File: src/sv/kvls_pkg.sv
// Shared types and constants for the key/value line splitter.
package kvls_pkg;

    localparam int KEY_ROOM_DEF   = 16;
    localparam int VALUE_ROOM_DEF = 32;

    localparam logic [7:0] NEWLINE_BYTE = 8'd10;
    localparam logic [7:0] COLON_BYTE   = 8'd58;

    typedef enum logic [2:0] {
        KIND_KEY      = 3'd0,
        KIND_VALUE    = 3'd1,
        KIND_DONE     = 3'd2,
        KIND_NODELIM  = 3'd3,
        KIND_OVERFLOW = 3'd4
    } kind_t;

    typedef enum logic [1:0] {
        ST_IDLE,
        ST_FETCH,
        ST_LOAD
    } state_t;

    typedef enum logic [1:0] {
        SEL_MEM,
        SEL_DONE,
        SEL_NODELIM,
        SEL_OVERFLOW
    } out_sel_t;

    typedef struct packed {
        logic     wr_en;
        logic     clr_line;
        logic     rd_en;
        logic     idx_clr;
        logic     idx_inc;
        logic     out_load;
        out_sel_t out_sel;
    } dp_cmd_t;

    typedef struct packed {
        logic is_newline;
        logic full;
        logic found;
        logic idx_at_fill;
        logic idx_at_colon;
        logic slot_free;
    } dp_status_t;

endpackage

File: src/sv/key_value_line_splitter_core.sv
// Top level of the key/value line splitter: controller, datapath and checks.
//
// Received bytes enter on the input channel (in_valid, in_stall, rx_byte), one
// request per byte. Ordinary bytes are stored in the line buffer. A newline
// flushes the line: every key byte before the first colon comes out with kind
// KEY, every byte after it with kind VALUE, and a DONE marker with last set
// closes the run. For each character the flush does a registered read of the
// single-port line buffer, then a load of the output register; the colon
// itself is skipped without a read, and the marker is loaded last. A newline
// with no colon in the line gives one NODELIM result, and a non-newline byte
// that arrives on a full buffer gives one OVERFLOW result and empties the
// buffer; both are valid the cycle after the request.
// Results leave through an output register on (out_valid, out_stall, kind,
// char_out, last). While the receiver stalls, that register holds its result
// and the flush pauses; new bytes are taken only between flushes and only when
// the output register is free or being emptied in the same cycle.
// Reset empties the buffer and the output register; no clearing pass is run.
module key_value_line_splitter_core #(
    parameter int KEY_ROOM   = kvls_pkg::KEY_ROOM_DEF,
    parameter int VALUE_ROOM = kvls_pkg::VALUE_ROOM_DEF
) (
    input  logic            clk,
    input  logic            rst_n,
    input  logic            in_valid,
    output logic            in_stall,
    input  logic [7:0]      rx_byte,
    output logic            out_valid,
    input  logic            out_stall,
    output kvls_pkg::kind_t kind,
    output logic [7:0]      char_out,
    output logic            last
);
    import kvls_pkg::*;

    // Command and status groups that join the controller and the datapath.
    dp_cmd_t    cmd;
    dp_status_t status;

    kvls_ctrl u_ctrl (
        .clk      (clk),
        .rst_n    (rst_n),
        .in_valid (in_valid),
        .in_stall (in_stall),
        .status   (status),
        .cmd      (cmd)
    );

    kvls_datapath #(
        .KEY_ROOM   (KEY_ROOM),
        .VALUE_ROOM (VALUE_ROOM)
    ) u_datapath (
        .clk       (clk),
        .rst_n     (rst_n),
        .rx_byte   (rx_byte),
        .cmd       (cmd),
        .status    (status),
        .out_valid (out_valid),
        .out_stall (out_stall),
        .kind      (kind),
        .char_out  (char_out),
        .last      (last)
    );

    // A byte is only taken when an error result could be placed at once.
    a_accept_has_slot: assert property (@(posedge clk) disable iff (!rst_n)
        (in_valid && !in_stall) |-> status.slot_free)
        else $error("request accepted while the output register is busy");

    // A result is never loaded over one that the receiver has not taken.
    a_load_has_slot: assert property (@(posedge clk) disable iff (!rst_n)
        cmd.out_load |-> status.slot_free)
        else $error("output register overwritten");

    // The line buffer is never written past its end.
    a_no_write_full: assert property (@(posedge clk) disable iff (!rst_n)
        cmd.wr_en |-> !status.full)
        else $error("write into a full line buffer");

    // The delimiting colon is skipped and never read out.
    a_colon_skipped: assert property (@(posedge clk) disable iff (!rst_n)
        cmd.rd_en |-> (!status.idx_at_colon && !status.idx_at_fill))
        else $error("read of the colon or past the fill count");

endmodule

File: src/sv/kvls_ctrl.sv
// Sequencing state machine for the key/value line splitter.
module kvls_ctrl (
    input  logic                 clk,
    input  logic                 rst_n,
    input  logic                 in_valid,
    output logic                 in_stall,
    input  kvls_pkg::dp_status_t status,
    output kvls_pkg::dp_cmd_t    cmd
);
    import kvls_pkg::*;

    state_t state_reg;
    state_t state_next;
    logic   accept;

    assign accept   = (state_reg == ST_IDLE) && in_valid && status.slot_free;
    assign in_stall = !((state_reg == ST_IDLE) && status.slot_free);

    always_ff @(posedge clk or negedge rst_n)
    begin
        if (!rst_n)
        begin
            state_reg <= ST_IDLE;
        end
        else
        begin
            state_reg <= state_next;
        end
    end

    always_comb
    begin
        state_next = state_reg;
        case (state_reg)
            ST_IDLE:
            begin
                if (accept && status.is_newline && status.found)
                begin
                    state_next = ST_FETCH;
                end
            end
            ST_FETCH:
            begin
                if (status.idx_at_fill)
                begin
                    if (status.slot_free)
                    begin
                        state_next = ST_IDLE;
                    end
                end
                else if (!status.idx_at_colon)
                begin
                    state_next = ST_LOAD;
                end
            end
            ST_LOAD:
            begin
                if (status.slot_free)
                begin
                    state_next = ST_FETCH;
                end
            end
            default:
            begin
                state_next = ST_IDLE;
            end
        endcase
    end

    always_comb
    begin
        cmd = '0;
        cmd.out_sel = SEL_MEM;
        case (state_reg)
            ST_IDLE:
            begin
                if (accept)
                begin
                    if (status.is_newline)
                    begin
                        if (status.found)
                        begin
                            cmd.idx_clr = 1'b1;
                        end
                        else
                        begin
                            cmd.out_load = 1'b1;
                            cmd.out_sel  = SEL_NODELIM;
                            cmd.clr_line = 1'b1;
                        end
                    end
                    else if (status.full)
                    begin
                        cmd.out_load = 1'b1;
                        cmd.out_sel  = SEL_OVERFLOW;
                        cmd.clr_line = 1'b1;
                    end
                    else
                    begin
                        cmd.wr_en = 1'b1;
                    end
                end
            end
            ST_FETCH:
            begin
                if (status.idx_at_fill)
                begin
                    if (status.slot_free)
                    begin
                        cmd.out_load = 1'b1;
                        cmd.out_sel  = SEL_DONE;
                        cmd.clr_line = 1'b1;
                    end
                end
                else if (status.idx_at_colon)
                begin
                    cmd.idx_inc = 1'b1;
                end
                else
                begin
                    cmd.rd_en = 1'b1;
                end
            end
            ST_LOAD:
            begin
                if (status.slot_free)
                begin
                    cmd.out_load = 1'b1;
                    cmd.out_sel  = SEL_MEM;
                    cmd.idx_inc  = 1'b1;
                end
            end
            default:
            begin
                cmd = '0;
            end
        endcase
    end

endmodule

File: src/sv/kvls_datapath.sv
// Line buffer, colon tracking, read index and output register.
module kvls_datapath #(
    parameter int KEY_ROOM   = kvls_pkg::KEY_ROOM_DEF,
    parameter int VALUE_ROOM = kvls_pkg::VALUE_ROOM_DEF
) (
    input  logic                 clk,
    input  logic                 rst_n,
    input  logic [7:0]           rx_byte,
    input  kvls_pkg::dp_cmd_t    cmd,
    output kvls_pkg::dp_status_t status,
    output logic                 out_valid,
    input  logic                 out_stall,
    output kvls_pkg::kind_t      kind,
    output logic [7:0]           char_out,
    output logic                 last
);
    import kvls_pkg::*;

    localparam int LINE_ROOM = KEY_ROOM + VALUE_ROOM;
    localparam int AW        = $clog2(LINE_ROOM);
    localparam int CW        = $clog2(LINE_ROOM + 1);

    logic [7:0]    line_mem [LINE_ROOM];
    logic [7:0]    rd_data_reg;
    logic [CW-1:0] fill_reg;
    logic [CW-1:0] colon_at_reg;
    logic          found_reg;
    logic [CW-1:0] rd_idx_reg;
    logic          out_valid_reg;
    kind_t         kind_reg;
    logic [7:0]    char_reg;
    logic          last_reg;

    assign status.is_newline   = (rx_byte == NEWLINE_BYTE);
    assign status.full         = (fill_reg == CW'(LINE_ROOM));
    assign status.found        = found_reg;
    assign status.idx_at_fill  = (rd_idx_reg == fill_reg);
    assign status.idx_at_colon = (rd_idx_reg == colon_at_reg);
    assign status.slot_free    = !out_valid_reg || !out_stall;

    always_ff @(posedge clk)
    begin
        if (cmd.wr_en)
        begin
            line_mem[fill_reg[AW-1:0]] <= rx_byte;
        end
        if (cmd.rd_en)
        begin
            rd_data_reg <= line_mem[rd_idx_reg[AW-1:0]];
        end
    end

    // The first colon position is captured as the line is written.
    always_ff @(posedge clk or negedge rst_n)
    begin
        if (!rst_n)
        begin
            fill_reg     <= '0;
            found_reg    <= 1'b0;
            colon_at_reg <= '0;
            rd_idx_reg   <= '0;
        end
        else
        begin
            if (cmd.clr_line)
            begin
                fill_reg  <= '0;
                found_reg <= 1'b0;
            end
            else if (cmd.wr_en)
            begin
                fill_reg <= fill_reg + CW'(1);
                if ((rx_byte == COLON_BYTE) && !found_reg)
                begin
                    found_reg    <= 1'b1;
                    colon_at_reg <= fill_reg;
                end
            end
            if (cmd.idx_clr)
            begin
                rd_idx_reg <= '0;
            end
            else if (cmd.idx_inc)
            begin
                rd_idx_reg <= rd_idx_reg + CW'(1);
            end
        end
    end

    always_ff @(posedge clk or negedge rst_n)
    begin
        if (!rst_n)
        begin
            out_valid_reg <= 1'b0;
        end
        else if (cmd.out_load)
        begin
            out_valid_reg <= 1'b1;
        end
        else if (!out_stall)
        begin
            out_valid_reg <= 1'b0;
        end
    end

    always_ff @(posedge clk)
    begin
        if (cmd.out_load)
        begin
            case (cmd.out_sel)
                SEL_MEM:
                begin
                    kind_reg <= (rd_idx_reg < colon_at_reg) ? KIND_KEY : KIND_VALUE;
                    char_reg <= rd_data_reg;
                    last_reg <= 1'b0;
                end
                SEL_DONE:
                begin
                    kind_reg <= KIND_DONE;
                    char_reg <= 8'd0;
                    last_reg <= 1'b1;
                end
                SEL_NODELIM:
                begin
                    kind_reg <= KIND_NODELIM;
                    char_reg <= 8'd0;
                    last_reg <= 1'b1;
                end
                default:
                begin
                    kind_reg <= KIND_OVERFLOW;
                    char_reg <= 8'd0;
                    last_reg <= 1'b1;
                end
            endcase
        end
    end

    assign out_valid = out_valid_reg;
    assign kind      = kind_reg;
    assign char_out  = char_reg;
    assign last      = last_reg;

endmodule

File: config.mk
export PLATFORM = sky130hd
export DESIGN_NAME = key_value_line_splitter_core
export DESIGN_NICKNAME = d
export VERILOG_FILES = /design/src/sv/kvls_pkg.sv /design/src/sv/key_value_line_splitter_core.sv /design/src/sv/kvls_ctrl.sv /design/src/sv/kvls_datapath.sv
export SDC_FILE = /design/constraint.sdc
export NUM_CORES = 1
export LEC_CHECK = 0
export ABC_AREA = 1
export ABC_CLOCK_PERIOD_IN_PS = 2350
export BUFFER_PORTS_ARGS = -buffer_cell sky130_fd_sc_hd__buf_2
export CAP_MARGIN = 20
export CELL_PAD_IN_SITES_DETAIL_PLACEMENT = 0
export CELL_PAD_IN_SITES_GLOBAL_PLACEMENT = 1
export CORE_MARGIN = 3
export CORE_UTILIZATION = 30
export CTS_CLUSTER_SIZE = 8
export DETAILED_ROUTE_END_ITERATION = 8
export PLACE_DENSITY = 0.6
export SLEW_MARGIN = 20
export SYNTH_ARGS = -nofsm -noshare
export SYNTH_HDL_FRONTEND = slang
export SYNTH_SLANG_ARGS = --single-unit
File: constraint.sdc
create_clock -name clk -period 2.35 [get_ports clk]
set_input_delay 0.3525 -clock clk [delete_from_list [all_inputs] [get_ports clk]]
set_output_delay 0.3525 -clock clk [all_outputs]
set_load 0.02 [all_outputs]
# Word-level counts from Yosys, hierarchy flattened

Memories as Yosys holds them, arrays and structs flattened. A register that Yosys moved wholly into a read port is not among the register bits.
Index checks and enable logic that the tools add are counted.

Flip-flop bits (word level): 34
Bits in latches: 0
RAM bits: 384
Bits in read-only memories: 0
Output and inout port bits: 14
Word-level logic and storage cells: 95
Memories kept: 1

Memories:

| memory              | words | bits a word | rd ports | clocked after memory_dff | write ports | RTL line            | text |
|---|---|---|---|---|---|---|---|
| u_datapath.line_mem | 48    | 8           | 1        | 1                        | 1           | kvls_datapath.sv:23 | `logic [7:0] line_mem [LINE_ROOM];` |

Add/subtract/negate cells: 2
$mul: 0
Divide/modulo/power cells: 0
Magnitude comparators: 1
Equal/unequal tests: 14
Shift operators: 0
Multiplexer cells: 48
Bitwise logic cells: 1
Reductions and logical operators: 19

Operators by type and width:

| kind                                                   | number |
|---|---|
| two-way mux 1 bit                                      | 26 |
| two-way mux 6 bit                                      | 4 |
| two-way mux 3 bit                                      | 6 |
| case mux 3 bit (3 select lines)                        | 2 |
| adder 6 x 1 -> 6 bit (second input constant)           | 2 |
| == test 6 bit                                          | 2 |
| two-way mux 2 bit                                      | 6 |
| == test 8 x 4 -> 1 bit (second input constant)         | 1 |
| == test 8 x 6 -> 1 bit (second input constant)         | 1 |
| == test 6 bit (second input constant)                  | 1 |
| logical AND 1 bit                                      | 6 |
| < comparator 6 bit                                     | 1 |
| case mux 2 bit (3 select lines)                        | 1 |
| nonzero test 2 bit                                     | 3 |
| == test 2 x 1 -> 1 bit (second input constant)         | 2 |
| == test 2 bit (second input constant)                  | 2 |
| logical NOT 1 bit                                      | 4 |
| logical NOT 2 bit                                      | 2 |
| two-way mux 4 bit                                      | 1 |
| inequality test 2 x 1 -> 1 bit (second input constant) | 2 |
| case mux 1 bit (2 select lines)                        | 2 |
| AND reduction 4 bit                                    | 1 |
| inequality test 3 x 2 -> 1 bit (second input constant) | 1 |
| inequality test 3 bit (second input constant)          | 1 |
| other kinds (5)                                        | 5 |

# Logic depth before layout (Yosys ltp)

Depth in word-level cells: 7
Depth in mapped cells: 13
Gate-level depth less buffers: 12

# By module

From an unflattened synthesis, not the netlist that was laid out.

Cell total of the unflattened synthesis: 1,565
Area total of the unflattened synthesis: 17,941.0 um^2

By module, submodules not included:

| module        | times used | cells each | area an instance (um^2) |
|---|---|---|---|
| kvls_datapath | 1          | 1,516      | 17,649.4 |
| kvls_ctrl     | 1          | 49         | 291.5 |

# Worst setup path before layout

No wires, ideal clock.

Path type: register to register
From: reg u_ctrl.state_reg[0]
To: mem u_datapath.line_mem[15][0] (enable)
Data arrival time: 1,882 ps
Data required time: 1,967 ps
Setup slack: 85 ps
Cell stages (with the launch flop): 9
Path buffers: 0
Period minus slack after synthesis: 2,265 ps
Cells stage by stage: dfrtp_1 inv_1 ha_1 nand2_1 nor2_2 nand3_2 nor2_1 nand2_1 nor3_1

Longest elaborated chain between the ends: 7

RTL lines:

| what                                      | RTL line                         | text |
|---|---|---|
| start: declaration                        | kvls_ctrl.sv:12                  | `state_t state_reg;` |
| start signal: assignment                  | kvls_ctrl.sv:27                  | `state_reg <= state_next;` |
| logical NOT 2 bit *                       | kvls_ctrl.sv:16, kvls_ctrl.sv:74 |  |
| logical AND 1 bit (2 in a row)            | kvls_ctrl.sv:16                  | `assign accept = (state_reg == ST_IDLE) && in_valid && status.slot_free;` |
| two-way mux 2 bit                         | kvls_ctrl.sv:77                  | `if (accept)` |
| two-way mux 1 bit *                       | kvls_ctrl.sv:74                  | `case (state_reg)` |
| two-way mux 1 bit *                       | kvls_datapath.sv:43              | `if (cmd.wr_en)` |
| two-way mux 1 bit (not written as such) * | kvls_datapath.sv:45              | `line_mem[fill_reg[AW-1:0]] <= rx_byte;` |
| end: declaration                          | kvls_datapath.sv:23              |  |

Every way passes the cells marked *; elsewhere a longest branch is shown, timed or not.

# Worst setup path after layout

From: reg u_datapath.rd_idx_reg[0]
To: reg u_datapath.rd_data_reg[5] (read register of u_datapath.line_mem), data pin

Longest elaborated chain between the ends: 4

RTL lines:

| what                     | RTL line            | text |
|---|---|---|
| start: declaration       | kvls_datapath.sv:28 | `logic [CW-1:0] rd_idx_reg;` |
| start signal: assignment | kvls_datapath.sv:85 | `rd_idx_reg <= rd_idx_reg + CW'(1);` |
| == test 6 bit            | kvls_datapath.sv:38 | `assign status.idx_at_colon = (rd_idx_reg == colon_at_reg);` |
| two-way mux 1 bit        | kvls_ctrl.sv:115    | `else if (status.idx_at_colon)` |
| two-way mux 1 bit        | kvls_ctrl.sv:106    | `if (status.idx_at_fill)` |
| two-way mux 1 bit        | kvls_ctrl.sv:74     |  |
| end: declaration         | kvls_datapath.sv:24 | `logic [7:0] rd_data_reg;` |

Parallel ways exist; a longest one is shown, timed or not.
A chain may end at the register's enable or synchronous reset.

==> flow_summary.toml <==
[floorplan]
die_w_um = 249
rows = 88
dieArea_um2 = 62200
fp.dieH_um = 249
ioPinCount = 26
start_util_pct = 30.6
coreArea_um2 = 58100

[layout]
layout_common_cells = "edfxtp_1, nor2_1, nand2_1, o21ai_0, buf_4"
antenna_cells = 0
layout_commonest_cell = "edfxtp_1"
largest_reg_flops = 384
areaGrowthSynthToFinish_pct = 20.1
final_util_pct = 36.7
fin_nets = 1678
drive_gt1_share_pct = 15.7

[flow_run]
maxCapViolations = 0

[clock_network]
cts_tree = "done"
cts.clk_slew.worst_paths_ns = 0.05
clockBufferDepth = 3
cts-root-buf = "clkbuf_16"
clkLatencyLatePin_ns = 0.63
postCtsSetupRepairBufs = 0
htreeDepth = 2
clock-sinks = 426
cts_buffers = 59

[sta]
finalHoldViolations = 0
tightestPinTransition_ns = 0.682
worst_slack_ns = 0.162
finalMaxSlewViolations = 0
finalSetupViolCount = 0
min_period_over_period_pct = 93.1
max_freq_mhz = 457
clock-skew-final_ns = 0.0390
slew_headroom_pct = 54.6
layout_min_cycle_time_ns = 2.19
rsz0062_at_grt = "no"

[drt]
vias_per_cell = 4.80
wl_mm = 49.7
wl_per_cell_um = 20.4
drt-pass1-iter-count = 5
drcViolationCount = 0
detail-route-antenna-nets = 0
drt_iter0_markers = 901
vias = 11700

[worst_setup_path]
path_common_cell = "nand2_1"
crit_family = "simple AND/OR/NAND/NOR gates"
required_ns = 2.69
cp.arrival_ns = 2.53
start_kind = "flop"
path_class = "flop to flop"
crit_path_end_kind = "flop"
crit_chain = "buf_12 -> buf_4 -> nor2_1 -> nor2_1 -> o21ai_0 -> nand2_1 -> a21oi_1 -> nand2_1 -> nand3_1 -> nand2_1"
critPathMaxStageDelay_ns = 0.55
slowest_stage = "dfrtp_4"
crit_buf_inv = 2
cp_max_fo = 23

[power_and_ir_drop]
finalPower_mw = 24.6
power.density_nw_per_um2 = 1150
ir_drop_mv = 0.659
leakage_nw = 7.67

[min_path]
hold_class = "primary input to flop"

[status]
status = "finished clean"

[placed_design]
dp_hpwl_mm = 30.7
place_ws_ns = -0.160
globalplace.congestion = 0.814
io_buffers = 25

[global_routing]
grt_max_degree = 61
grt.overflow.total = 0
grt_usage_pct = 16.0
grt_pass1_wl_mm = 75.6
grt_pass1_vias = 11900
antenna_found_initial = 1

[synth]
syn-cell-area_um2 = 17800
syn_nets = 1534
yosysWarnings = 0
avgSynthCellArea_um2 = 11.8
seq_area_frac_synth_pct = 71.3
synth-seq-cells = 426
synth_cells = 1507
synth_cell_type_count = 35
-- layout make-up --
cell class | count | area [um2]
clock buffer | 82 | 1590
clock inverter | 2 | 46.3
fill | 5680 | 36800
inverter | 62 | 238
multi-input combinational | 934 | 4430
sequential | 426 | 12700
tap | 765 | 957
timing repair buffer | 168 | 1400
-- cell usage after synthesis, drive strengths merged --
library cell  number  area (um2)
edfxtp           404       12100
nor2             327        1230
o21ai            202        1010
nand2            176         663
nand3             91         470
inv               61         231
buf               56         325
o211ai            48         360
clkbuf            29         110
dfrtp             22         551
o22ai             21         131
a21oi             19        98.9
ha                15         188
or2               12        75.1
nand4              8        75.1
xor2               8        70.1
nor3               3        20.0
xnor2              2        17.5
a31oi              1        6.26
clkinv             1        3.75
nor4               1        6.26
-- layer usage --
metal | wire [um] | up-vias | GRT usage, %
met4 | 1120 | 0 | 4.92
li1 | - | 5606 | -
met5 | 0 | - | 0
met2 | 23300 | 276 | 25.8
met1 | 22600 | 5759 | 22.2
met3 | 2670 | 71 | 2.72
-- logic make-up after synthesis --
kind of cell,Yosys count,share of synthesized area [%]
flops,426,71.3
buf+inv,147,3.77
fa+ha+maj,15,1.06
simple gates,618,14.3
compound gates,291,9.04
xor+xnor,10,0.493
-- timing repair --
| item | in CTS | in global routing |
|---|---|---|
| setup endpoints to repair | 0 | 6 |
| gates resized for setup | 0 | 1 |
| endpoints found under the hold margin | 22 | 0 |
| hold buffers | 1 | 0 |
-- report_power, final --
part / total [mW] / switching [mW] / internal [mW]
logic: 7.85 / 5.32 / 2.53
registers: 9.10 / 0.240 / 8.86
clock network: 7.67 / 3.06 / 4.61
-- final timing paths --
| path | startpoint | cells after the start | slack (ns) | to |
|---|---|---|---|---|
| setup / recovery | u_datapath.rd_idx_reg[0]$_DFFE_PN0P_ | 10 | 0.16 | u_datapath.rd_data_reg[5]$_DFFE_PP_ |
| hold / removal | rx_byte[5] | 2 | 0.09 | u_datapath.line_mem[1][5]$_DFFE_PP_ |
| setup reg to reg | u_datapath.rd_idx_reg[0]$_DFFE_PN0P_ | 10 | 0.16 | u_datapath.rd_data_reg[5]$_DFFE_PP_ |
| hold reg to reg | u_datapath.colon_at_reg[1]$_DFFE_PN0P_ | 2 | 0.47 | u_datapath.colon_at_reg[1]$_DFFE_PN0P_ |
| max in group asynchronous | rst_n | 2 | 1.66 | u_datapath.rd_idx_reg[1]$_DFFE_PN0P_ |
| min in group asynchronous | rst_n | 2 | 0.27 | u_datapath.colon_at_reg[1]$_DFFE_PN0P_ |
-- stage by stage --
stage | TNS [ns] | std cells | hold WS (ns) | cell area, um2
after global placement | -28.85 | 2354 | 0.364 | 19700
after CTS | 0 | 2439 | 0.0739 | 21400
final | 0 | 2439 | 0.0942 | 21400
after detailed placement | -24.63 | 2354 | 0.365 | 19700
after global routing | 0 | 2439 | 0.0894 | 21400
after floorplan | 0 | 1507 | 0.0569 | 17800
(Power assumes the default switching activity.)
